$ cat config.mk
export PLATFORM = sky130hd
export DESIGN_NAME = sha256_byte_stream_hasher_top
export DESIGN_NICKNAME = d
export VERILOG_FILES = /design/src/design/sha256_pkg.sv /design/src/design/sha256_core.sv /design/src/design/sha256_byte_stream_hasher_top.sv
export SDC_FILE = /design/constraint.sdc
export NUM_CORES = 2
export LEC_CHECK = 0
export CELL_PAD_IN_SITES_DETAIL_PLACEMENT = 0
export CELL_PAD_IN_SITES_GLOBAL_PLACEMENT = 1
export CORE_UTILIZATION = 28
export CTS_BUF_LIST = sky130_fd_sc_hd__clkbuf_4 sky130_fd_sc_hd__clkbuf_8 sky130_fd_sc_hd__clkbuf_16
export CTS_CLUSTER_DIAMETER = 30
export DETAILED_ROUTE_END_ITERATION = 8
export DONT_BUFFER_PORTS = 1
export GPL_TIMING_DRIVEN = 0
export MAX_ROUTING_LAYER = met4
export PLACE_DENSITY = 0.5
export SLEW_MARGIN = 25
export SYNTH_ARGS = -nofsm -noshare
export SYNTH_HDL_FRONTEND = slang
export SYNTH_SLANG_ARGS = --single-unit
export TNS_END_PERCENT = 1
$ cat constraint.sdc
create_clock -name clk -period 10.2 [get_ports clk]
set_input_delay 2.04 -clock clk [delete_from_list [all_inputs] [get_ports clk]]
set_output_delay 2.04 -clock clk [all_outputs]
set_load 0.05 [all_outputs]
$ cat src/design/sha256_pkg.sv
// ----------------------------------------------------------------------------
// sha256_pkg
// Shared types, constants and round functions for the SHA-256 byte hasher.
// ----------------------------------------------------------------------------
package sha256_pkg;

	localparam int unsigned BLOCK_BYTES = 64;
	localparam int unsigned ROUNDS      = 64;

	localparam logic [7:0] PAD_BYTE   = 8'h80;
	localparam logic [5:0] LAST_BYTE  = 6'd63;
	localparam logic [5:0] LAST_ZERO  = 6'd55;
	localparam logic [5:0] LENGTH_POS = 6'd56;
	localparam logic [63:0] BLOCK_BITS = 64'd512;

	typedef logic [7:0][31:0]  hash_arr_t;
	typedef logic [15:0][31:0] sched_arr_t;

	localparam hash_arr_t INIT_H = {
		32'h5BE0CD19, 32'h1F83D9AB, 32'h9B05688C, 32'h510E527F,
		32'hA54FF53A, 32'h3C6EF372, 32'hBB67AE85, 32'h6A09E667
	};

	localparam logic [31:0] ROUND_K [ROUNDS] = '{
		32'h428A2F98, 32'h71374491, 32'hB5C0FBCF, 32'hE9B5DBA5, 32'h3956C25B, 32'h59F111F1,
		32'h923F82A4, 32'hAB1C5ED5, 32'hD807AA98, 32'h12835B01, 32'h243185BE, 32'h550C7DC3,
		32'h72BE5D74, 32'h80DEB1FE, 32'h9BDC06A7, 32'hC19BF174, 32'hE49B69C1, 32'hEFBE4786,
		32'h0FC19DC6, 32'h240CA1CC, 32'h2DE92C6F, 32'h4A7484AA, 32'h5CB0A9DC, 32'h76F988DA,
		32'h983E5152, 32'hA831C66D, 32'hB00327C8, 32'hBF597FC7, 32'hC6E00BF3, 32'hD5A79147,
		32'h06CA6351, 32'h14292967, 32'h27B70A85, 32'h2E1B2138, 32'h4D2C6DFC, 32'h53380D13,
		32'h650A7354, 32'h766A0ABB, 32'h81C2C92E, 32'h92722C85, 32'hA2BFE8A1, 32'hA81A664B,
		32'hC24B8B70, 32'hC76C51A3, 32'hD192E819, 32'hD6990624, 32'hF40E3585, 32'h106AA070,
		32'h19A4C116, 32'h1E376C08, 32'h2748774C, 32'h34B0BCB5, 32'h391C0CB3, 32'h4ED8AA4A,
		32'h5B9CCA4F, 32'h682E6FF3, 32'h748F82EE, 32'h78A5636F, 32'h84C87814, 32'h8CC70208,
		32'h90BEFFFA, 32'hA4506CEB, 32'hBEF9A3F7, 32'hC67178F2
	};

	// Control from the sequencer to the compression core
	typedef struct packed {
		logic       wr_en;
		logic [5:0] wr_idx;
		logic [7:0] wr_byte;
		logic       start;
		logic       init;
	} core_ctl_t;

	function automatic logic [31:0] big_sigma0(input logic [31:0] x);
		return {x[1:0], x[31:2]} ^ {x[12:0], x[31:13]} ^ {x[21:0], x[31:22]};
	endfunction

	function automatic logic [31:0] big_sigma1(input logic [31:0] x);
		return {x[5:0], x[31:6]} ^ {x[10:0], x[31:11]} ^ {x[24:0], x[31:25]};
	endfunction

	function automatic logic [31:0] small_sigma0(input logic [31:0] x);
		return {x[6:0], x[31:7]} ^ {x[17:0], x[31:18]} ^ {3'b000, x[31:3]};
	endfunction

	function automatic logic [31:0] small_sigma1(input logic [31:0] x);
		return {x[16:0], x[31:17]} ^ {x[18:0], x[31:19]} ^ {10'b0, x[31:10]};
	endfunction

endpackage

$ cat src/design/sha256_core.sv
// ----------------------------------------------------------------------------
// sha256_core
// Block buffer, message schedule window and one-round-per-cycle compression.
// ----------------------------------------------------------------------------
module sha256_core
	import sha256_pkg::*;
(
	input  logic      clk,
	input  logic      arst_n,
	input  core_ctl_t ctl,
	output logic      busy,
	output hash_arr_t hash
);

	typedef enum logic [2:0] {
		C_IDLE   = 3'b001,
		C_ROUND  = 3'b010,
		C_UPDATE = 3'b100
	} core_state_t;

	core_state_t state_q;
	logic [5:0]  round_q;
	hash_arr_t   h_q;
	hash_arr_t   v_q;
	sched_arr_t  w_q;

	logic [31:0] t1;
	logic [31:0] t2;
	logic [31:0] w_new;
	logic [31:0] ch;
	logic [31:0] maj;

	always_comb begin
		ch    = (v_q[4] & v_q[5]) ^ (~v_q[4] & v_q[6]);
		maj   = (v_q[0] & v_q[1]) ^ (v_q[0] & v_q[2]) ^ (v_q[1] & v_q[2]);
		t1    = v_q[7] + big_sigma1(v_q[4]) + ch + ROUND_K[round_q] + w_q[0];
		t2    = big_sigma0(v_q[0]) + maj;
		w_new = w_q[0] + small_sigma0(w_q[1]) + w_q[9] + small_sigma1(w_q[14]);
	end

	// Window doubles as the block buffer: bytes land big-endian in their word
	always_ff @(posedge clk) begin
		if (state_q == C_ROUND) begin
			w_q <= {w_new, w_q[15:1]};
		end else if (ctl.wr_en) begin
			w_q[ctl.wr_idx[5:2]][{~ctl.wr_idx[1:0], 3'b000} +: 8] <= ctl.wr_byte;
		end
	end

	always_ff @(posedge clk) begin
		if (ctl.start) begin
			v_q <= h_q;
		end else if (state_q == C_ROUND) begin
			v_q <= {v_q[6], v_q[5], v_q[4], v_q[3] + t1, v_q[2], v_q[1], v_q[0], t1 + t2};
		end
	end

	always_ff @(posedge clk or negedge arst_n) begin
		if (!arst_n) begin
			state_q <= C_IDLE;
			round_q <= '0;
			h_q     <= INIT_H;
		end else begin
			case (state_q)
				C_IDLE: begin
					round_q <= '0;
					if (ctl.init) begin
						h_q <= INIT_H;
					end
					if (ctl.start) begin
						state_q <= C_ROUND;
					end
				end
				C_ROUND: begin
					round_q <= round_q + 6'd1;
					if (round_q == 6'(ROUNDS - 1)) begin
						state_q <= C_UPDATE;
					end
				end
				C_UPDATE: begin
					for (int i = 0; i < 8; i++) begin
						h_q[i] <= h_q[i] + v_q[i];
					end
					state_q <= C_IDLE;
				end
				default: begin
					state_q <= C_IDLE;
				end
			endcase
		end
	end

	assign busy = (state_q != C_IDLE);
	assign hash = h_q;

endmodule

$ cat src/design/sha256_byte_stream_hasher_top.sv
// ----------------------------------------------------------------------------
// sha256_byte_stream_hasher_top
// SHA-256 over a byte stream, digest out as eight 32-bit words.
// ----------------------------------------------------------------------------
// Usage:
//   Slave channel: each item is one message byte (s_tuser = 0) or a finish
//   command (s_tuser = 1, s_tdata ignored). Master channel: after a finish the
//   block sends eight items, digest word 0 (most significant) first, with
//   m_tlast on word 7.
//   Timing: bytes are taken one per cycle while s_tready is high. The 64th
//   byte of a block starts the compression, which runs one round per cycle
//   in the shared round unit and then updates the hash; s_tready stays low
//   until the sequencer sees the core idle again. A finish writes the pad
//   byte, zero fill and length one byte per cycle (with an extra compression
//   when more than 55 bytes are pending), runs the final compression, then
//   offers the digest, one word per cycle while the receiver takes them.
//   The receiver may stall at any time: the current word holds on m_tdata and
//   s_tready stays low until the eighth word is taken, after which the hash
//   restarts from the initial values.
//   Reset: arst_n clears the sequencer, byte count and bit count and loads
//   the initial hash values; the block is ready as soon as it is released.
// ----------------------------------------------------------------------------
module sha256_byte_stream_hasher_top
	import sha256_pkg::*;
(
	input  logic        clk,
	input  logic        arst_n,
	input  logic        s_tvalid,
	output logic        s_tready,
	input  logic [7:0]  s_tdata,   // [7:0] data_byte
	input  logic        s_tuser,   // [0] kind
	output logic        m_tvalid,
	input  logic        m_tready,
	output logic [39:0] m_tdata,   // [31:0] digest_word, [34:32] word_index, zero fill
	output logic        m_tlast    // last
);

	typedef enum logic [6:0] {
		ST_IDLE = 7'b0000001, // take bytes and finish items
		ST_BLK  = 7'b0000010, // compress a full data block
		ST_PAD  = 7'b0000100, // write zero fill
		ST_PADC = 7'b0001000, // compress the extra padding block
		ST_LEN  = 7'b0010000, // write the big-endian bit length
		ST_LENC = 7'b0100000, // final compression
		ST_OUT  = 7'b1000000  // offer digest words
	} state_t;

	state_t      state_q;
	logic [5:0]  fill_q;     // bytes pending in the block
	logic [63:0] bits_q;     // compressed message bits, then length shifter
	logic [2:0]  word_q;
	logic        m_valid_q;

	core_ctl_t   ctl;
	logic        core_busy;
	hash_arr_t   hash;

	logic        s_accept;
	logic        m_accept;

	assign s_accept = s_tvalid && s_tready;
	assign m_accept = m_tvalid && m_tready;
	assign s_tready = (state_q == ST_IDLE);

	// Sequencer drive to the core: one byte per cycle while fed, start on byte 63
	always_comb begin
		ctl         = '0;
		ctl.wr_idx  = fill_q;
		ctl.wr_byte = s_tdata;
		case (state_q)
			ST_IDLE: begin
				if (s_accept) begin
					ctl.wr_en   = 1'b1;
					ctl.wr_byte = s_tuser ? PAD_BYTE : s_tdata;
					ctl.start   = (fill_q == LAST_BYTE);
				end
			end
			ST_PAD: begin
				ctl.wr_en   = 1'b1;
				ctl.wr_byte = '0;
				ctl.start   = (fill_q == LAST_BYTE);
			end
			ST_LEN: begin
				ctl.wr_en   = 1'b1;
				ctl.wr_byte = bits_q[63:56];
				ctl.start   = (fill_q == LAST_BYTE);
			end
			ST_OUT: begin
				ctl.init = m_accept && (word_q == 3'd7);
			end
			default: begin
				ctl = '0;
			end
		endcase
	end

	always_ff @(posedge clk or negedge arst_n) begin
		if (!arst_n) begin
			state_q   <= ST_IDLE;
			fill_q    <= '0;
			bits_q    <= '0;
			word_q    <= '0;
			m_valid_q <= 1'b0;
		end else begin
			case (state_q)
				ST_IDLE: begin
					if (s_accept) begin
						// fill wraps to zero after byte 63
						fill_q <= fill_q + 6'd1;
						if (!s_tuser) begin
							if (fill_q == LAST_BYTE) begin
								bits_q  <= bits_q + BLOCK_BITS;
								state_q <= ST_BLK;
							end
						end else begin
							// fold the pending bytes into the length
							bits_q <= bits_q + {55'b0, fill_q, 3'b000};
							if (fill_q == LAST_BYTE) begin
								state_q <= ST_PADC;
							end else if (fill_q == LAST_ZERO) begin
								state_q <= ST_LEN;
							end else begin
								state_q <= ST_PAD;
							end
						end
					end
				end
				ST_BLK: begin
					if (!core_busy) begin
						state_q <= ST_IDLE;
					end
				end
				ST_PAD: begin
					fill_q <= fill_q + 6'd1;
					if (fill_q == LAST_BYTE) begin
						state_q <= ST_PADC;
					end else if (fill_q == LAST_ZERO) begin
						state_q <= ST_LEN;
					end
				end
				ST_PADC: begin
					if (!core_busy) begin
						state_q <= ST_PAD;
					end
				end
				ST_LEN: begin
					fill_q <= fill_q + 6'd1;
					bits_q <= {bits_q[55:0], 8'h00};
					if (fill_q == LAST_BYTE) begin
						state_q <= ST_LENC;
					end
				end
				ST_LENC: begin
					if (!core_busy) begin
						word_q    <= '0;
						m_valid_q <= 1'b1;
						state_q   <= ST_OUT;
					end
				end
				ST_OUT: begin
					if (m_accept) begin
						if (word_q == 3'd7) begin
							// drop the digest, restart the message
							m_valid_q <= 1'b0;
							bits_q    <= '0;
							state_q   <= ST_IDLE;
						end else begin
							word_q <= word_q + 3'd1;
						end
					end
				end
				default: begin
					state_q <= ST_IDLE;
				end
			endcase
		end
	end

	sha256_core u_core (
		.clk    (clk),
		.arst_n (arst_n),
		.ctl    (ctl),
		.busy   (core_busy),
		.hash   (hash)
	);

	assign m_tvalid = m_valid_q;
	assign m_tdata  = {5'b00000, word_q, hash[word_q]};
	assign m_tlast  = (word_q == 3'd7);

	// Core must be idle whenever a block is launched
	a_start_idle: assert property (@(posedge clk) disable iff (!arst_n)
		ctl.start |-> !core_busy)
		else $error("compression started while core busy");

	// Length bytes land only in the last eight buffer slots
	a_len_pos: assert property (@(posedge clk) disable iff (!arst_n)
		(state_q == ST_LEN) |-> (fill_q >= LENGTH_POS))
		else $error("length written below byte 56");

	// A finish item closes the input until the digest is out; only the closing is checked
	a_finish_blocks: assert property (@(posedge clk) disable iff (!arst_n)
		(s_accept && s_tuser) |=> !s_tready)
		else $error("input open right after finish");

	// Digest words are offered only by the output state, never with input open
	a_out_state: assert property (@(posedge clk) disable iff (!arst_n)
		m_tvalid |-> ((state_q == ST_OUT) && !s_tready))
		else $error("digest valid outside output state");

endmodule
======== Word level (Yosys, flattened, before mapping) ========
Memory sizes are Yosys's and may differ from the RTL's.
Index checks and enable logic that the tools add are counted.
Widths: inputs -> output; s select.
cells by class
  add/sub/neg operators ................... 24
  magnitude comparators ................... 4
  equality and inequality tests ........... 28
  shifts and indexed selects .............. 2
  mux-type cells .......................... 54
  bitwise logic cells ..................... 19
  reduce and logical (&&, ||, !) cells .... 20
operators with widths
  cell                    number
  $mux 512                2
  $mux 256                3
  $add 32x32->32          18
  $bwmux 512              1
  $pmux 256 s2            1
  $mux 64                 5
  $xor 32x32->32          9
  $pmux 64 s3             1
  $and 32x32->32          5
  $demux 32 s4            1
  $mux 32                 4
  $bmux 32 s3             1
  $mux 7                  11
  $add 64x10->64 const B  1
  $add 64x9->64           1
  $pmux 7 s7              1
  $pmux 9 s4              1
  $not 32->32             1
  $shift 8x7->32 const A  1
  $shiftx 8x7->32         1
  $xor 32x22->32          1
  $xor 32x29->32          1
  $pmux 6 s2              2
  $ne 2x2->1 const B      10
  other kinds (40)        68
word-level totals
  flip-flop bits (word level) ............. 1114
  ROM bits ................................ 2048
  bits of input ports ..................... 13
  output and inout bits ................... 43
  logic and storage cells ................. 191
  memories kept ........................... 1
memory list
  name             depth  bits a word  rd ports  clocked after Yosys merged registers in  wr ports  RTL line           RTL
  (no name shown)  64     32           1         0                                        0         sha256_core.sv:36  t1 = v_q[7] + big_sigma1(v_q[4]) + ch + ROUND_K[round_q] + w_q[0];

======== Logic depth before layout (Yosys ltp) ========
  depth after elaboration ................. 11
  depth in mapped cells ................... 39
  gate-level depth less buffers ........... 37

======== Hierarchy ========
From an unflattened synthesis, not the netlist that was laid out.
unflattened totals
  cell total of the unflattened synthesis .. 7794
  area total of the unflattened synthesis .. 76798.7 um2
by module, submodules not included
  module                         instances  cells each  area an instance (um2)  sequential area each (um2)
  sha256_core                    1          7016        69341.5                 29864.9
  sha256_byte_stream_hasher_top  1          778         7457.2                  1953.1

======== Least setup slack after synthesis ========
Ideal clock, no wire load.
  kind .................................... input to register
  from .................................... in s_tvalid
  to ...................................... reg u_core.v_q[0] (netlist bit), enable pin
  setup time .............................. 1954 ps
  data arrival time ....................... 7329 ps
  data required time ...................... 8246 ps
  setup slack ............................. 917 ps
  cell stages on the path ................. 7
  path buffers ............................ 3
  cell sequence ........................... nand2_1 nand2_1 clkbuf_1 nand2_1 clkbuf_1 clkbuf_1 nand2_1
between the ends
  longest elaborated chain between the ends .. 4
RTL lines
  item                         RTL line                             RTL
  from (decl)                  sha256_byte_stream_hasher_top.sv:28  input logic s_tvalid,
  $logic_and 1x1->1            sha256_byte_stream_hasher_top.sv:61  assign s_accept = s_tvalid && s_tready;
  $mux 9                       sha256_byte_stream_hasher_top.sv:72  if (s_accept) begin
  $pmux 9 s4                   sha256_byte_stream_hasher_top.sv:70  case (state_q)
  $reduce_bool 2->1 (no line)  n/a
  to (signal assigned)         sha256_core.sv:52                    v_q <= h_q;
  to (signal assigned)         sha256_core.sv:54                    v_q <= {v_q[6], v_q[5], v_q[4], v_q[3] + t1, v_q[2], v_q[1], v_q[0], t1 + t2};
  to (decl)                    sha256_core.sv:24                    hash_arr_t v_q;
No other way between the ends.
A chain may end at the register's enable or synchronous reset.

======== Worst setup path after layout ========
  from .................................... reg u_core.round_q[5]
  to ...................................... reg u_core.v_q[31] (netlist bit), data pin
between the ends
  longest elaborated chain between the ends .. 9
RTL lines
  item                                         RTL line           RTL
  from (decl)                                  sha256_core.sv:22  logic [5:0] round_q;
  from (signal assigned)                       sha256_core.sv:75  round_q <= round_q + 6'd1;
  $not 6->7 (not written as such)              sha256_core.sv:36
  $mem_v2 64x32                                n/a
  $mux 32 (not written as such) (2 in series)  sha256_core.sv:36
  $add 32x32->32 (2 in series)                 sha256_core.sv:36
  $add 32x32->32                               sha256_core.sv:54
  $mux 256                                     sha256_core.sv:53  end else if (state_q == C_ROUND) begin
  $mux 256                                     sha256_core.sv:51  if (ctl.start) begin
No other way between the ends. The select of a mux whose other input is x is not followed.

==> flow_summary.toml <==
[layout]
drive_above_1_share_pct = 13.3
post-route-cell-area_um2 = 94300
multi_input_area_um2 = 42000
syn2layout_area_growth_pct = 24.0
final_core_util_pct = 35.1
instances_no_fill = 12260
seqCellArea_um2 = 31800
layout.nets = 9004
nFillCells = 27444

[sta]
rsz0062_at_grt = "true"
period_share_pct = 97.9
tightest_slew_ns = 1.16
final_max_slew_viol_count = 0
max_freq_ghz = 0.100
finalCriticalPeriod_ns = 9.99
setup_viol = 0
final_hold_viol_count = 0
max_slew_margin_pct = 22.3
skew_ns = 0.0535
fin_ws_ns = 0.212

[worst_setup_path]
cp_common_cell = "fa_1"
r2r_end = "u_core.v_q[31]"
end_kind = "register"
slowest_stage = "dfrtp_1"
cp_max_fo = 11
cp-start-kind = "register"
critical_path_arrival_ns = 10.59
cp_data_required_time_ns = 10.80
r2r_slack_ns = 0.21
reg2regPathDepth = 33
r2r-start = "u_core.round_q[5]"
crit_type = "register to register"
slowest_delay_ns = 0.78

[drt]
via_count = 65541
dr.pass1.iters = 7
totalWireLength_um = 358000
drt_iter0_drc = 6089
post_drt_wl_per_cell_um = 29.2
vias_per_cell = 5.35
drt.antenna.violating_nets = 0
drcViolationCount = 0

[floorplan]
num_rows = 190
die_width_um = 523
dieArea_um2 = 274000
die_h_um = 523
io_pins = 56
core-area_um2 = 269000
initial_core_util_pct = 28.3

[global_route]
grt_start_max_net_pins = 344
grt_pass1_vias = 65355
grt-ovfl-total = 0
grt_usage_pct = 26.5
antenna_found_initial = 12
grt_pass1_wl_um = 500000

[place]
place_inst = 11566
post-place-ws_ns = -2.12
place_area_um2 = 81100
dp_hpwl_um = 282000
place.gp.congestion = 0.956
numPortBuffers = 0

[synthesis]
synth_commonest_cells = "nand2_1 (1,501), o21ai_0 (900), edfxtp_1 (768)"
yosysMostFrequentCell = "nand2_1"
yosysTopAreaCell = "edfxtp_1"
synth_edf_count = 768
syn_area_per_cell_um2 = 9.52
synth_top_cell_area_share_pct = 30.3
synth_cell_type_count = 90
synthFlopType = "edfxtp_1"
synth-seq-cells = 1111
ys_top_cells_by_area = "edfxtp_1 (30%), nand2_1 (7.4%), dfrtp_1 (6.7%)"
synth-async-reset-ratio_pct = 30.9
yosysWarnings = 0
synth.yosys.seq_area_share_pct = 41.9
netlist_instances = 7983
syn_area_um2 = 76000

[power_and_ir_drop]
leakage_nw = 35.4
ir_worst_vdd_uv = 160
pwr_density_cell_nw_per_um2 = 226

[outcome]
status = "finished, final reports clean"

[clock_tree]
cts_buffer_depth = 4
clkTransAtPathRegs_ns = 0.04
clock-sinks = 1111
cts_buffers = 365
worstSkewPairLatency_ns = 0.90
cts_max_level = 5
cts_root_buf = "clkbuf_16"
cts_tree = "yes"

[hold_path]
min_from = "u_core.w_q[398]"
hold-path-endpoint = "u_core.w_q[366]"
hold_depth = 2
hold_path.class = "register to register"

[flow_run]
cap_violations = 0
-- worst max path at each step --
stage          cells past startpoint         startpoint        endpoint
3_5_place_dp                      36  u_core.round_q[0]  u_core.v_q[31]
5_1_grt                           38  u_core.round_q[1]  u_core.v_q[31]
3_3_place_gp                       7           s_tvalid  u_core.v_q[67]
2_1_floorplan                      7           s_tvalid   u_core.v_q[0]
4_1_cts                           35  u_core.round_q[1]  u_core.v_q[29]
6_report                          33  u_core.round_q[5]  u_core.v_q[31]
-- through the flow --
step	TNS, ns	hold WS, ns	power [mW]
detailed placement	-44.91	0.508	9.79
CTS	0	0.512	21.3
floorplan	0	0.484	8.14
global placement	-1496.39	0.500	9.78
finish	0	0.508	21.3
global route	-0.0348	0.523	22.1
-- worst max-delay path, delay by kind of cell (launching register included) --
family / cells / cell delay (ns)
AOI/OAI and AO/OA: 15 / 3.56
adders and majority gates: 6 / 2.75
buffers and inverters: 5 / 1.34
DFF: 1 / 0.78
and+or+nand+nor: 4 / 0.59
muxes: 1 / 0.32
xor gates and xnor gates: 2 / 0.29
-- where the power goes --
| part | switching (mW) | internal, mW |
|---|---|---|
| sequential | 0.215 | 5.06 |
| combinational | 3.11 | 1.56 |
| clock | 3.45 | 7.92 |
-- cell usage in the layout (no fill, tap or decap), types with 59 or more instances in the layout --
cell type and count:
fa_1 196, inv_1 256, xnor2_1 400, a21o_1 187
nand2b_1 59, ha_1 405, nand3_1 76, a22o_1 125
clkbuf_4 83, edfxtp_1 768, nor3_1 96, and3_1 59
a21oi_1 556, o21ai_0 827, nand2_1 1497, dfstp_2 138
nor2_1 447, xor2_1 174, mux4_2 68, clkbuf_16 368
clkbuf_1 323, mux2_2 64, o21ai_1 76, dfrtp_1 203
clkinv_2 74
-- layer usage --
| metal | up-vias | share of wire [%] | track usage, % |
|---|---|---|---|
| met5 | - | 0 | - |
| met4 | 0 | 3.3 | 7.84 |
| met3 | 575 | 6.0 | 3.99 |
| met2 | 2298 | 46 | 41.8 |
| met1 | 33065 | 45 | 35.0 |
| li1 | 29603 | - | - |
-- sequential cells by signal (all words and copies together) (netlist names) --
name / cells
word_q: 3
u_core.w_q: 512
fill_q: 6
u_core.round_q: 6
state_q: 7
u_core.state_q: 3
u_core.hash: 256
u_core.v_q: 256
m_tvalid: 1
bits_q: 61
-- area by class of cell --
cell class | instances | area share (%)
clock inverters | 187 | 2.27
diodes | 5 | 0.0133
inverters | 258 | 1.04
well taps | 3552 | 4.71
multi-input cells | 6190 | 44.6
plain buffers | 422 | 1.82
flip-flops and latches | 1111 | 33.8
clock buffers | 496 | 11.1
repair buffers | 39 | 0.692
-- kinds of logic after synthesis --
kind of cell	after synthesis	synth area share [%]
xor+xnor	584	6.73
fa+ha+maj	627	12.2
buf+inv	686	3.42
simple gates	2510	14.1
other cells	1	0.00493
flops	1111	41.9
compound gates	2320	18.6
mux	144	3.12
-- what timing repair did --
item | 4_1_cts | 5_1_grt
endpoints found under the setup margin | 40 | 14
gates resized for setup | 72 | 61
endpoints found under the hold margin | 0 | 0
pin swaps | 3 | 9
hold buffers | 0 | 0
setup buffers | 5 | 2
Note: power is estimated with default switching activity, not from simulation.
